==> src/sv/scaled_accumulator_alu_unit_defines.svh <==
// Assertion macros shared by the scaled accumulator RTL.
// No dependencies; expects clk and rst_n in the including module's scope.
`ifndef SCALED_ACCUMULATOR_ALU_UNIT_DEFINES_SVH
`define SCALED_ACCUMULATOR_ALU_UNIT_DEFINES_SVH

// Same-cycle implication, disabled while in reset.
`define SAL_ASSERT_NOW(lbl, ante, cons, msg) \
  lbl: assert property (@(posedge clk) disable iff (!rst_n) (ante) |-> (cons)) \
    else $error(msg);

// Next-cycle implication, disabled while in reset.
`define SAL_ASSERT_NEXT(lbl, ante, cons, msg) \
  lbl: assert property (@(posedge clk) disable iff (!rst_n) (ante) |=> (cons)) \
    else $error(msg);

`endif

==> src/sv/sal_pkg.sv <==
// Shared types and codes for the scaled accumulator unit.
// No dependencies.
package sal_pkg;

  typedef enum logic [3:0] {
    CMD_SET16 = 4'd0,
    CMD_SET32 = 4'd1,
    CMD_ADD16 = 4'd2,
    CMD_ADD32 = 4'd3,
    CMD_SUB32 = 4'd4,
    CMD_MUL16 = 4'd5,
    CMD_DIV16 = 4'd6,
    CMD_GET16 = 4'd7,
    CMD_GET32 = 4'd8,
    CMD_CMP32 = 4'd9
  } cmd_t;

  typedef enum logic [2:0] {
    CMP_EQ = 3'd1,
    CMP_GT = 3'd2,
    CMP_LT = 3'd3,
    CMP_GE = 3'd4,
    CMP_LE = 3'd5
  } cmp_op_t;

  // Request to the iterative multiply/divide unit.
  typedef struct packed {
    logic start;
    logic is_div;
  } mdu_req_t;

  localparam int unsigned MulSteps = 32;
  localparam int unsigned DivSteps = 64;

  // Byte address of base_scale on the APB port.
  localparam logic [1:0] AddrBaseScale = 2'd0;

endpackage

==> src/sv/sal_mdu.sv <==
// Iterative shift-add multiplier / restoring divider, one bit per cycle.
// Depends on sal_pkg (mdu_req_t, step counts).
module sal_mdu (
  input  logic              clk,
  input  logic              rst_n,
  input  sal_pkg::mdu_req_t req,
  input  logic [63:0]       a,
  input  logic [31:0]       b,
  output logic [63:0]       res,
  output logic              done
);

  logic        busy_r;
  logic        div_r;
  logic        done_r;
  logic [5:0]  cnt_r;
  logic [63:0] work_r;   // multiplicand, or dividend/quotient shift register
  logic [63:0] prod_r;   // product; low word holds the divisor in divide mode
  logic [31:0] aux_r;    // multiplier bits, or partial remainder

  logic [32:0] shifted;
  logic [32:0] diff;
  logic        q_bit;

  assign shifted = {aux_r, work_r[63]};
  assign diff    = shifted - {1'b0, prod_r[31:0]};
  assign q_bit   = (shifted >= {1'b0, prod_r[31:0]});

  always_ff @(posedge clk) begin
    if (!rst_n) begin
      busy_r <= 1'b0;
      done_r <= 1'b0;
      div_r  <= 1'b0;
      cnt_r  <= '0;
    end else begin
      done_r <= 1'b0;
      if (req.start && !busy_r) begin
        busy_r <= 1'b1;
        div_r  <= req.is_div;
        work_r <= a;
        if (req.is_div) begin
          cnt_r  <= 6'(sal_pkg::DivSteps - 1);
          prod_r <= {32'd0, b};
          aux_r  <= '0;
        end else begin
          cnt_r  <= 6'(sal_pkg::MulSteps - 1);
          prod_r <= '0;
          aux_r  <= b;
        end
      end else if (busy_r) begin
        if (div_r) begin
          aux_r  <= q_bit ? diff[31:0] : shifted[31:0];
          work_r <= {work_r[62:0], q_bit};
        end else begin
          if (aux_r[0]) begin
            prod_r <= prod_r + work_r;
          end
          work_r <= {work_r[62:0], 1'b0};
          aux_r  <= {1'b0, aux_r[31:1]};
        end
        if (cnt_r == '0) begin
          busy_r <= 1'b0;
          done_r <= 1'b1;
        end else begin
          cnt_r <= cnt_r - 6'd1;
        end
      end
    end
  end

  assign res  = div_r ? work_r : prod_r;
  assign done = done_r;

endmodule

==> src/sv/scaled_accumulator_alu_unit.sv <==
// Top level of the scaled 64-bit accumulator: APB register, sequencer, output register.
// Depends on sal_pkg, sal_mdu and scaled_accumulator_alu_unit_defines.svh.
//
//  channel | direction | handshake               | payload
//  --------+-----------+-------------------------+--------------------------------------
//  in_     | input     | in_valid / in_ready     | command, operand_low/high, compare_op
//  out_    | output    | out_valid / out_ready   | word_low, word_high, compare_true,
//          |           |                         | answer_given
//  cfg_    | APB slave | psel/penable/pwrite     | base_scale at byte address 0
//
// Steps: set/add/sub/compare/unknown pass accept, scale, execute, result;
//   mul16 adds 32 shift-add steps, and div16 and get16/get32 the 64-step
//   restoring divider in sal_mdu, which divide of or by zero and readback at base
//   zero skip. All long ops share that one multiply/divide unit.
// Reset: rst_n synchronous, active low; clears accumulator, base_scale and control.
// Stalls: one item in flight; the next item is taken while a result waits in the
//   output register, and a finished result holds in S_DONE until that register frees.
module scaled_accumulator_alu_unit (
  input  logic        clk,
  input  logic        rst_n,
  // input item
  input  logic        in_valid,
  output logic        in_ready,
  input  logic [3:0]  in_command,
  input  logic [15:0] in_operand_low,
  input  logic [15:0] in_operand_high,
  input  logic [2:0]  in_compare_op,
  // result item
  output logic        out_valid,
  input  logic        out_ready,
  output logic [15:0] out_word_low,
  output logic [15:0] out_word_high,
  output logic        out_compare_true,
  output logic        out_answer_given,
  // configuration
  input  logic        cfg_psel,
  input  logic        cfg_penable,
  input  logic        cfg_pwrite,
  input  logic [1:0]  cfg_paddr,
  input  logic [31:0] cfg_pwdata,
  output logic [31:0] cfg_prdata,
  output logic        cfg_pready
);

`include "scaled_accumulator_alu_unit_defines.svh"

  typedef enum logic [2:0] {
    S_IDLE,
    S_SCALE,
    S_EXEC,
    S_WAIT,
    S_FIN,
    S_DONE
  } state_t;

  state_t      state_r;
  logic [15:0] base_r;
  logic [63:0] acc_r;
  logic [3:0]  cmd_r;
  logic [15:0] lo_r;
  logic [15:0] hi_r;
  logic [2:0]  cop_r;
  logic [47:0] opnd_r;     // scaled operand, always nonnegative
  logic        neg_r;      // quotient sign for the divide in flight
  logic [63:0] q_r;        // signed readback quotient
  logic [15:0] res_lo_r;
  logic [15:0] res_hi_r;
  logic        res_ct_r;
  logic        res_ans_r;
  logic        out_valid_r;
  logic [15:0] out_lo_r;
  logic [15:0] out_hi_r;
  logic        out_ct_r;
  logic        out_ans_r;

  logic              cfg_wr;
  logic              in_acc;
  logic              out_stall;
  logic              is32;
  logic [15:0]       hi_eff;
  logic [47:0]       opnd_nxt;
  logic [63:0]       opnd64;
  logic [63:0]       acc_mag;
  logic              acc_lt_v;
  logic              v_lt_acc;
  logic              cmp_hit;
  logic              cmp_ok;
  sal_pkg::mdu_req_t mdu_req;
  logic [63:0]       mdu_a;
  logic [31:0]       mdu_b;
  logic [63:0]       mdu_res;
  logic              mdu_done;
  logic [63:0]       mdu_q;
  logic              q_over16;
  logic              q_over32;

  // ---------------- configuration ----------------
  assign cfg_wr     = cfg_psel && cfg_penable && cfg_pwrite && cfg_pready &&
                      (cfg_paddr == sal_pkg::AddrBaseScale);
  assign cfg_pready = 1'b1;
  assign cfg_prdata = (cfg_paddr == sal_pkg::AddrBaseScale) ? {16'd0, base_r} : 32'd0;

  // ---------------- datapath ----------------
  assign in_ready  = (state_r == S_IDLE);
  assign in_acc    = in_valid && in_ready;
  assign out_stall = out_valid_r && !out_ready;

  always_comb begin
    is32   = (cmd_r inside {sal_pkg::CMD_SET32, sal_pkg::CMD_ADD32,
                            sal_pkg::CMD_SUB32, sal_pkg::CMD_CMP32});
    hi_eff = is32 ? hi_r : 16'd0;
  end

  // 32x16 scaling multiply, registered before any use
  assign opnd_nxt = {16'd0, hi_eff, lo_r} * {32'd0, base_r};
  assign opnd64   = {16'd0, opnd_r};
  assign acc_mag  = acc_r[63] ? (64'd0 - acc_r) : acc_r;
  assign acc_lt_v = $signed(acc_r) < $signed(opnd64);
  assign v_lt_acc = $signed(opnd64) < $signed(acc_r);

  always_comb begin
    cmp_ok  = 1'b1;
    cmp_hit = 1'b0;
    case (cop_r)
      sal_pkg::CMP_EQ: cmp_hit = (acc_r == opnd64);
      sal_pkg::CMP_GT: cmp_hit = acc_lt_v;
      sal_pkg::CMP_LT: cmp_hit = v_lt_acc;
      sal_pkg::CMP_GE: cmp_hit = !v_lt_acc;
      sal_pkg::CMP_LE: cmp_hit = !acc_lt_v;
      default:         cmp_ok  = 1'b0;
    endcase
  end

  // Launch of the shared multiply/divide unit from S_EXEC
  always_comb begin
    mdu_req = '0;
    mdu_a   = acc_mag;
    mdu_b   = opnd_r[31:0];
    if (state_r == S_EXEC) begin
      case (cmd_r)
        sal_pkg::CMD_MUL16: begin
          mdu_req.start = 1'b1;
          mdu_a         = acc_r;
        end
        sal_pkg::CMD_DIV16: begin
          mdu_req.start  = (acc_r != '0) && (opnd_r != '0);
          mdu_req.is_div = 1'b1;
        end
        sal_pkg::CMD_GET16, sal_pkg::CMD_GET32: begin
          mdu_req.start  = (base_r != '0);
          mdu_req.is_div = 1'b1;
          mdu_b          = {16'd0, base_r};
        end
        default: mdu_req = '0;
      endcase
    end
  end

  sal_mdu u_mdu (
    .clk   (clk),
    .rst_n (rst_n),
    .req   (mdu_req),
    .a     (mdu_a),
    .b     (mdu_b),
    .res   (mdu_res),
    .done  (mdu_done)
  );

  assign mdu_q = neg_r ? (64'd0 - mdu_res) : mdu_res;

  // readback caps: positive quotient above 16 bits, or shifted quotient above 16 bits
  assign q_over16 = !q_r[63] && (q_r[63:16] != '0);
  assign q_over32 = !q_r[63] && (q_r[63:32] != '0);

  // ---------------- sequencer ----------------
  always_ff @(posedge clk) begin
    if (!rst_n) begin
      state_r     <= S_IDLE;
      base_r      <= '0;
      acc_r       <= '0;
      out_valid_r <= 1'b0;
    end else begin
      if (cfg_wr) begin
        base_r <= cfg_pwdata[15:0];
      end
      // in S_DONE the reload below owns out_valid_r
      if (out_valid_r && out_ready && (state_r != S_DONE)) begin
        out_valid_r <= 1'b0;
      end

      case (state_r)
        S_IDLE: begin
          if (in_acc) begin
            cmd_r     <= in_command;
            lo_r      <= in_operand_low;
            hi_r      <= in_operand_high;
            cop_r     <= in_compare_op;
            res_lo_r  <= '0;
            res_hi_r  <= '0;
            res_ct_r  <= 1'b0;
            res_ans_r <= 1'b0;
            state_r   <= S_SCALE;
          end
        end
        S_SCALE: begin
          opnd_r  <= opnd_nxt;
          state_r <= S_EXEC;
        end
        S_EXEC: begin
          neg_r <= acc_r[63];
          case (cmd_r)
            sal_pkg::CMD_SET16, sal_pkg::CMD_SET32: begin
              acc_r   <= opnd64;
              state_r <= S_DONE;
            end
            sal_pkg::CMD_ADD16, sal_pkg::CMD_ADD32: begin
              acc_r   <= acc_r + opnd64;
              state_r <= S_DONE;
            end
            sal_pkg::CMD_SUB32: begin
              acc_r   <= acc_r - opnd64;
              state_r <= S_DONE;
            end
            sal_pkg::CMD_MUL16: state_r <= S_WAIT;
            sal_pkg::CMD_DIV16: begin
              if (mdu_req.start) begin
                state_r <= S_WAIT;
              end else begin
                acc_r   <= '0;
                state_r <= S_DONE;
              end
            end
            sal_pkg::CMD_GET16, sal_pkg::CMD_GET32: begin
              if (mdu_req.start) begin
                state_r <= S_WAIT;
              end else begin
                q_r     <= '0;
                state_r <= S_FIN;
              end
            end
            sal_pkg::CMD_CMP32: begin
              res_ct_r  <= cmp_ok && cmp_hit;
              res_ans_r <= cmp_ok;
              state_r   <= S_DONE;
            end
            default: state_r <= S_DONE;
          endcase
        end
        S_WAIT: begin
          if (mdu_done) begin
            case (cmd_r)
              sal_pkg::CMD_MUL16: begin
                acc_r   <= mdu_res;
                state_r <= S_DONE;
              end
              sal_pkg::CMD_DIV16: begin
                acc_r   <= mdu_q;
                state_r <= S_DONE;
              end
              default: begin
                q_r     <= mdu_q;
                state_r <= S_FIN;
              end
            endcase
          end
        end
        S_FIN: begin
          res_ans_r <= 1'b1;
          if (cmd_r == sal_pkg::CMD_GET16) begin
            res_lo_r <= q_over16 ? 16'hFFFF : q_r[15:0];
          end else begin
            res_lo_r <= q_r[15:0];
            res_hi_r <= q_over32 ? 16'hFFFF : q_r[31:16];
          end
          state_r <= S_DONE;
        end
        S_DONE: begin
          if (!out_valid_r || out_ready) begin
            out_valid_r <= 1'b1;
            out_lo_r    <= res_lo_r;
            out_hi_r    <= res_hi_r;
            out_ct_r    <= res_ct_r;
            out_ans_r   <= res_ans_r;
            state_r     <= S_IDLE;
          end
        end
        default: state_r <= S_IDLE;
      endcase
    end
  end

  assign out_valid        = out_valid_r;
  assign out_word_low     = out_lo_r;
  assign out_word_high    = out_hi_r;
  assign out_compare_true = out_ct_r;
  assign out_answer_given = out_ans_r;

  // ---------------- assertions ----------------
  `SAL_ASSERT_NEXT(a_busy_after_accept, in_acc, !in_ready, "took a second item while busy")
  `SAL_ASSERT_NOW(a_mdu_done_in_wait, mdu_done, state_r == S_WAIT, "divider result unexpected")
  `SAL_ASSERT_NEXT(a_hold_result, state_r == S_DONE && out_stall, state_r == S_DONE, "result lost")
  `SAL_ASSERT_NOW(a_cmp_implies_ans, out_valid_r && out_ct_r, out_ans_r, "compare without answer")

endmodule

==> config.mk <==
export PLATFORM = sky130hd
export DESIGN_NAME = scaled_accumulator_alu_unit
export DESIGN_NICKNAME = d
export VERILOG_FILES = /design/src/sv/sal_pkg.sv /design/src/sv/sal_mdu.sv /design/src/sv/scaled_accumulator_alu_unit.sv
export VERILOG_INCLUDE_DIRS = /design/src /design/src/sv
export SDC_FILE = /design/constraint.sdc
export NUM_CORES = 2
export LEC_CHECK = 0
export BUFFER_PORTS_ARGS = -buffer_cell sky130_fd_sc_hd__buf_2
export CAP_MARGIN = 40
export CORE_MARGIN = 4
export CORE_UTILIZATION = 50
export CTS_BUF_LIST = sky130_fd_sc_hd__clkbuf_2 sky130_fd_sc_hd__clkbuf_4 sky130_fd_sc_hd__clkbuf_8
export DETAILED_ROUTE_END_ITERATION = 8
export GPL_ROUTABILITY_DRIVEN = 1
export HOLD_SLACK_MARGIN = 0.06
export PLACE_DENSITY = 0.69
export SETUP_SLACK_MARGIN = 0.02
export SKIP_CTS_REPAIR_TIMING = 1
export SLEW_MARGIN = 20
export SYNTH_ARGS = -nofsm -noshare
export SYNTH_HDL_FRONTEND = slang
export SYNTH_SLANG_ARGS = --single-unit
==> constraint.sdc <==
create_clock -name clk -period 15.3 [get_ports clk]
set_input_delay 3.06 -clock clk [delete_from_list [all_inputs] [get_ports clk]]
set_output_delay 3.06 -clock clk [all_outputs]
set_load 0.1 [all_outputs]
==> reports/summary.txt <==
slowest CP cell - a2111oi_0
Final Hold Fails - 0
setup TNS - 0 ps
Slew HR - 0.436
Syn Area/Cell - 8.62 µm²
GRT Overall Usage - 0.292
switch share - 0.327
Clock Skew - 79.8 ps
Synth Cell Area - 52900 µm²
RSZ-0062 raised after global routing - false
worst setup margin - 6250 ps
FF-to-FF setup slack - 6250 ps
Net Sw Power - 1.16 mW
hold crit path type - register to register
VDD IR max - 0.0654 mV
Reg-to-Reg Start - cmd_r[3]
router iterations before antenna repair - 8
CTS Buf Count - 87
vias in the first global route - 44900
Finished Layout Cells - 7550
power density over cell area - 62.5 nW/µm²
largest net degree at the start of global routing - 98
Post-Synth Simple-Gate Area - 0.173
first-pass GRT wire length - 258 mm
ys async rst share - 0
Internal - 2.38 mW
DR WL/cell - 21.8 µm
Final Slew Violations - 0
hold depth - 0
WL final - 165 mm
critical path endpoint category - register
CTS HTree Levels - 3
Starting Density - 0.503
root buffer cell - clkbuf_8
CTS Buffer Depth - 3
Row Count - 119
Area contributors post-synth - edfxtp_1 22%, fa_1 16%, ha_1 8.6%
period utilization - 0.591
Compound-Gate Fraction of Synth Area - 0.180
chip height - 333 µm
crit-path most repeated cell - fa_1
Clock Power Share - 0.375
total core area - 105000 µm²
chip width - 333 µm
status - finished, final reports clean
Critical Path Max Stage Delay - 690 ps
number of max-cap violations - 0
Buffers on Ports - 115
routed vias/inst - 6.06
# DRC - 0
final antenna-violating net count - 0
largest family of logic cells by synthesized area - adder cells
insertion delay to the later sink of the worst-skew pair - 760 ps
crit path to - opnd_r[46]
antenna violations before repair - 3
Min Clock Period, post-route - 9050 ps
Area Overhead vs Synth - 6.84%
EDFF count, synth - 380
Commonest cells post-synth - 722 x nand2_1, 656 x inv_1, 464 x a21oi_1
CTS clk-pin slew, worst paths - 70 ps
GRT Residual Overflow - 0
post-synthesis xor/xnor area fraction - 0.0556
final number of setup-violating endpoints - 0
Netlist cell types - 96
Adder-Cell Fraction of Synth Area - 0.245
Top-Level Pins - 149
area leader, netlist - edfxtp_1
nets@finish - 6948
initial DRC count - 4913
die area - 111000 µm²
FF-to-FF End - opnd_r[46]
Crit Path Class - register to register
dpl hpwl - 126 mm
yosys warns - 0
CP required - 15750 ps
Via Count - 45800
share of cells above drive strength 1 - 0.0708
Worst Setup SP - cmd_r[3]
post-synthesis mux area share - 0.0196
Slew @ Worst Pin - 843 ps
Seq pwr share - 0.429
Max Clock Freq - 111 MHz
Comb pwr share - 0.196
WHS - 407 ps
top cell type's share of synthesized area - 0.216
Worst Path Arrival - 9500 ps
post-synthesis sequential area ratio - 0.251
crit path launch type - register
DP Area - 54500 µm²
dpl cells - 7378
Placer Congestion - 0.988
CTS tree - built
clk sinks - 473
number of synthesized register bits - 473
final instance area - 56600 µm²
Place WS - 6360 ps
R2R depth - 32
Mapped Cells - 6145
Top FF cell, synth - edfxtp_1
Worst Path Max Fanout - 46
leakage - 23.2 nW
most numerous cell in the Yosys netlist - nand2_1
cells in the final DEF, fill, tap and decap left out, drive strengths merged, types with 123 or more instances in the layout:
cell    instances
clkbuf        123
and2          220
buf           203
o21ai         352
inv           657
nand2         723
a21oi         465
xnor2         253
edfxtp        380
ha            363
fa            422
nor2          385
through the flow:
stage	utilization	total power [mW]
floorplan	-	1.99
detailed placement	0.518	2.21
global route	0.537	3.68
global placement	0.518	2.20
finish	0.537	3.54
CTS	0.536	3.54
flip-flops by register name, summed over array words and instances, names as in the netlist, 3 cells and up:
| register | flops |
|---|---|
| res_lo_r | 16 |
| state_r | 3 |
| u_mdu.cnt_r | 6 |
| hi_r | 16 |
| u_mdu.work_r | 64 |
| out_word_low | 16 |
| acc_r | 64 |
| res_hi_r | 16 |
| opnd_r | 48 |
| lo_r | 16 |
| u_mdu.aux_r | 32 |
| cop_r | 3 |
| out_word_high | 16 |
| q_r | 64 |
| u_mdu.prod_r | 64 |
| base_r | 16 |
| cmd_r | 4 |
per-layer routing:
metal / GRT usage / wire, µm
met5: 0 / 0
met4: 0.117 / 6480
met1: 0.409 / 70100
met2: 0.462 / 74000
met3: 0.0387 / 14000
critical path, delay by kind of cell (launching register included):
family	cells	cell delay, ps
flip-flops	1	530
XOR/XNOR	1	80
AND/OR/NAND/NOR	6	750
AO/OA/AOI/OAI	10	2630
adder cells (fa/ha/maj)	7	3330
buffers and inverters	8	1390
power by group through the flow:
stage | sequential (mW) | combinational, mW | clock (mW)
after floorplan | 1.50 | 0.487 | 0
after global placement | 1.54 | 0.666 | 0
after detailed placement | 1.54 | 0.674 | 0
after CTS | 1.51 | 0.677 | 1.35
after global routing | 1.52 | 0.754 | 1.41
final | 1.52 | 0.694 | 1.32
worst min-delay path by stage:
stage | endpoint | slack (ps) | from
finish | out_word_low[9] | 410 | res_lo_r[9]
global route | out_word_low[9] | 410 | res_lo_r[9]
CTS | out_word_low[9] | 400 | res_lo_r[9]
detailed placement | out_word_low[10] | 400 | res_lo_r[10]
global placement | out_word_low[12] | 400 | res_lo_r[12]
floorplan | out_answer_given | 400 | res_ans_r
layout make-up:
type / instances / area [µm²]
tap: 1391 / 1740
timing repair buffer: 204 / 1360
clock inverter: 40 / 382
multi-input combinational: 4660 / 35800
antenna: 3 / 7.51
fill: 9714 / 48700
inverter: 657 / 2470
sequential: 473 / 13300
clock buffer: 122 / 1500
cell families after synthesis:
| group | count (synthesis) |
|---|---|
| and+or+nand+nor | 1916 |
| AOI/OAI and AO/OA | 1503 |
| other | 2 |
| muxes | 103 |
| xor gates and xnor gates | 336 |
| buffers and inverters | 1027 |
| DFF | 473 |
| adders and majority gates | 785 |
Note: power is estimated with default switching activity, not from simulation.
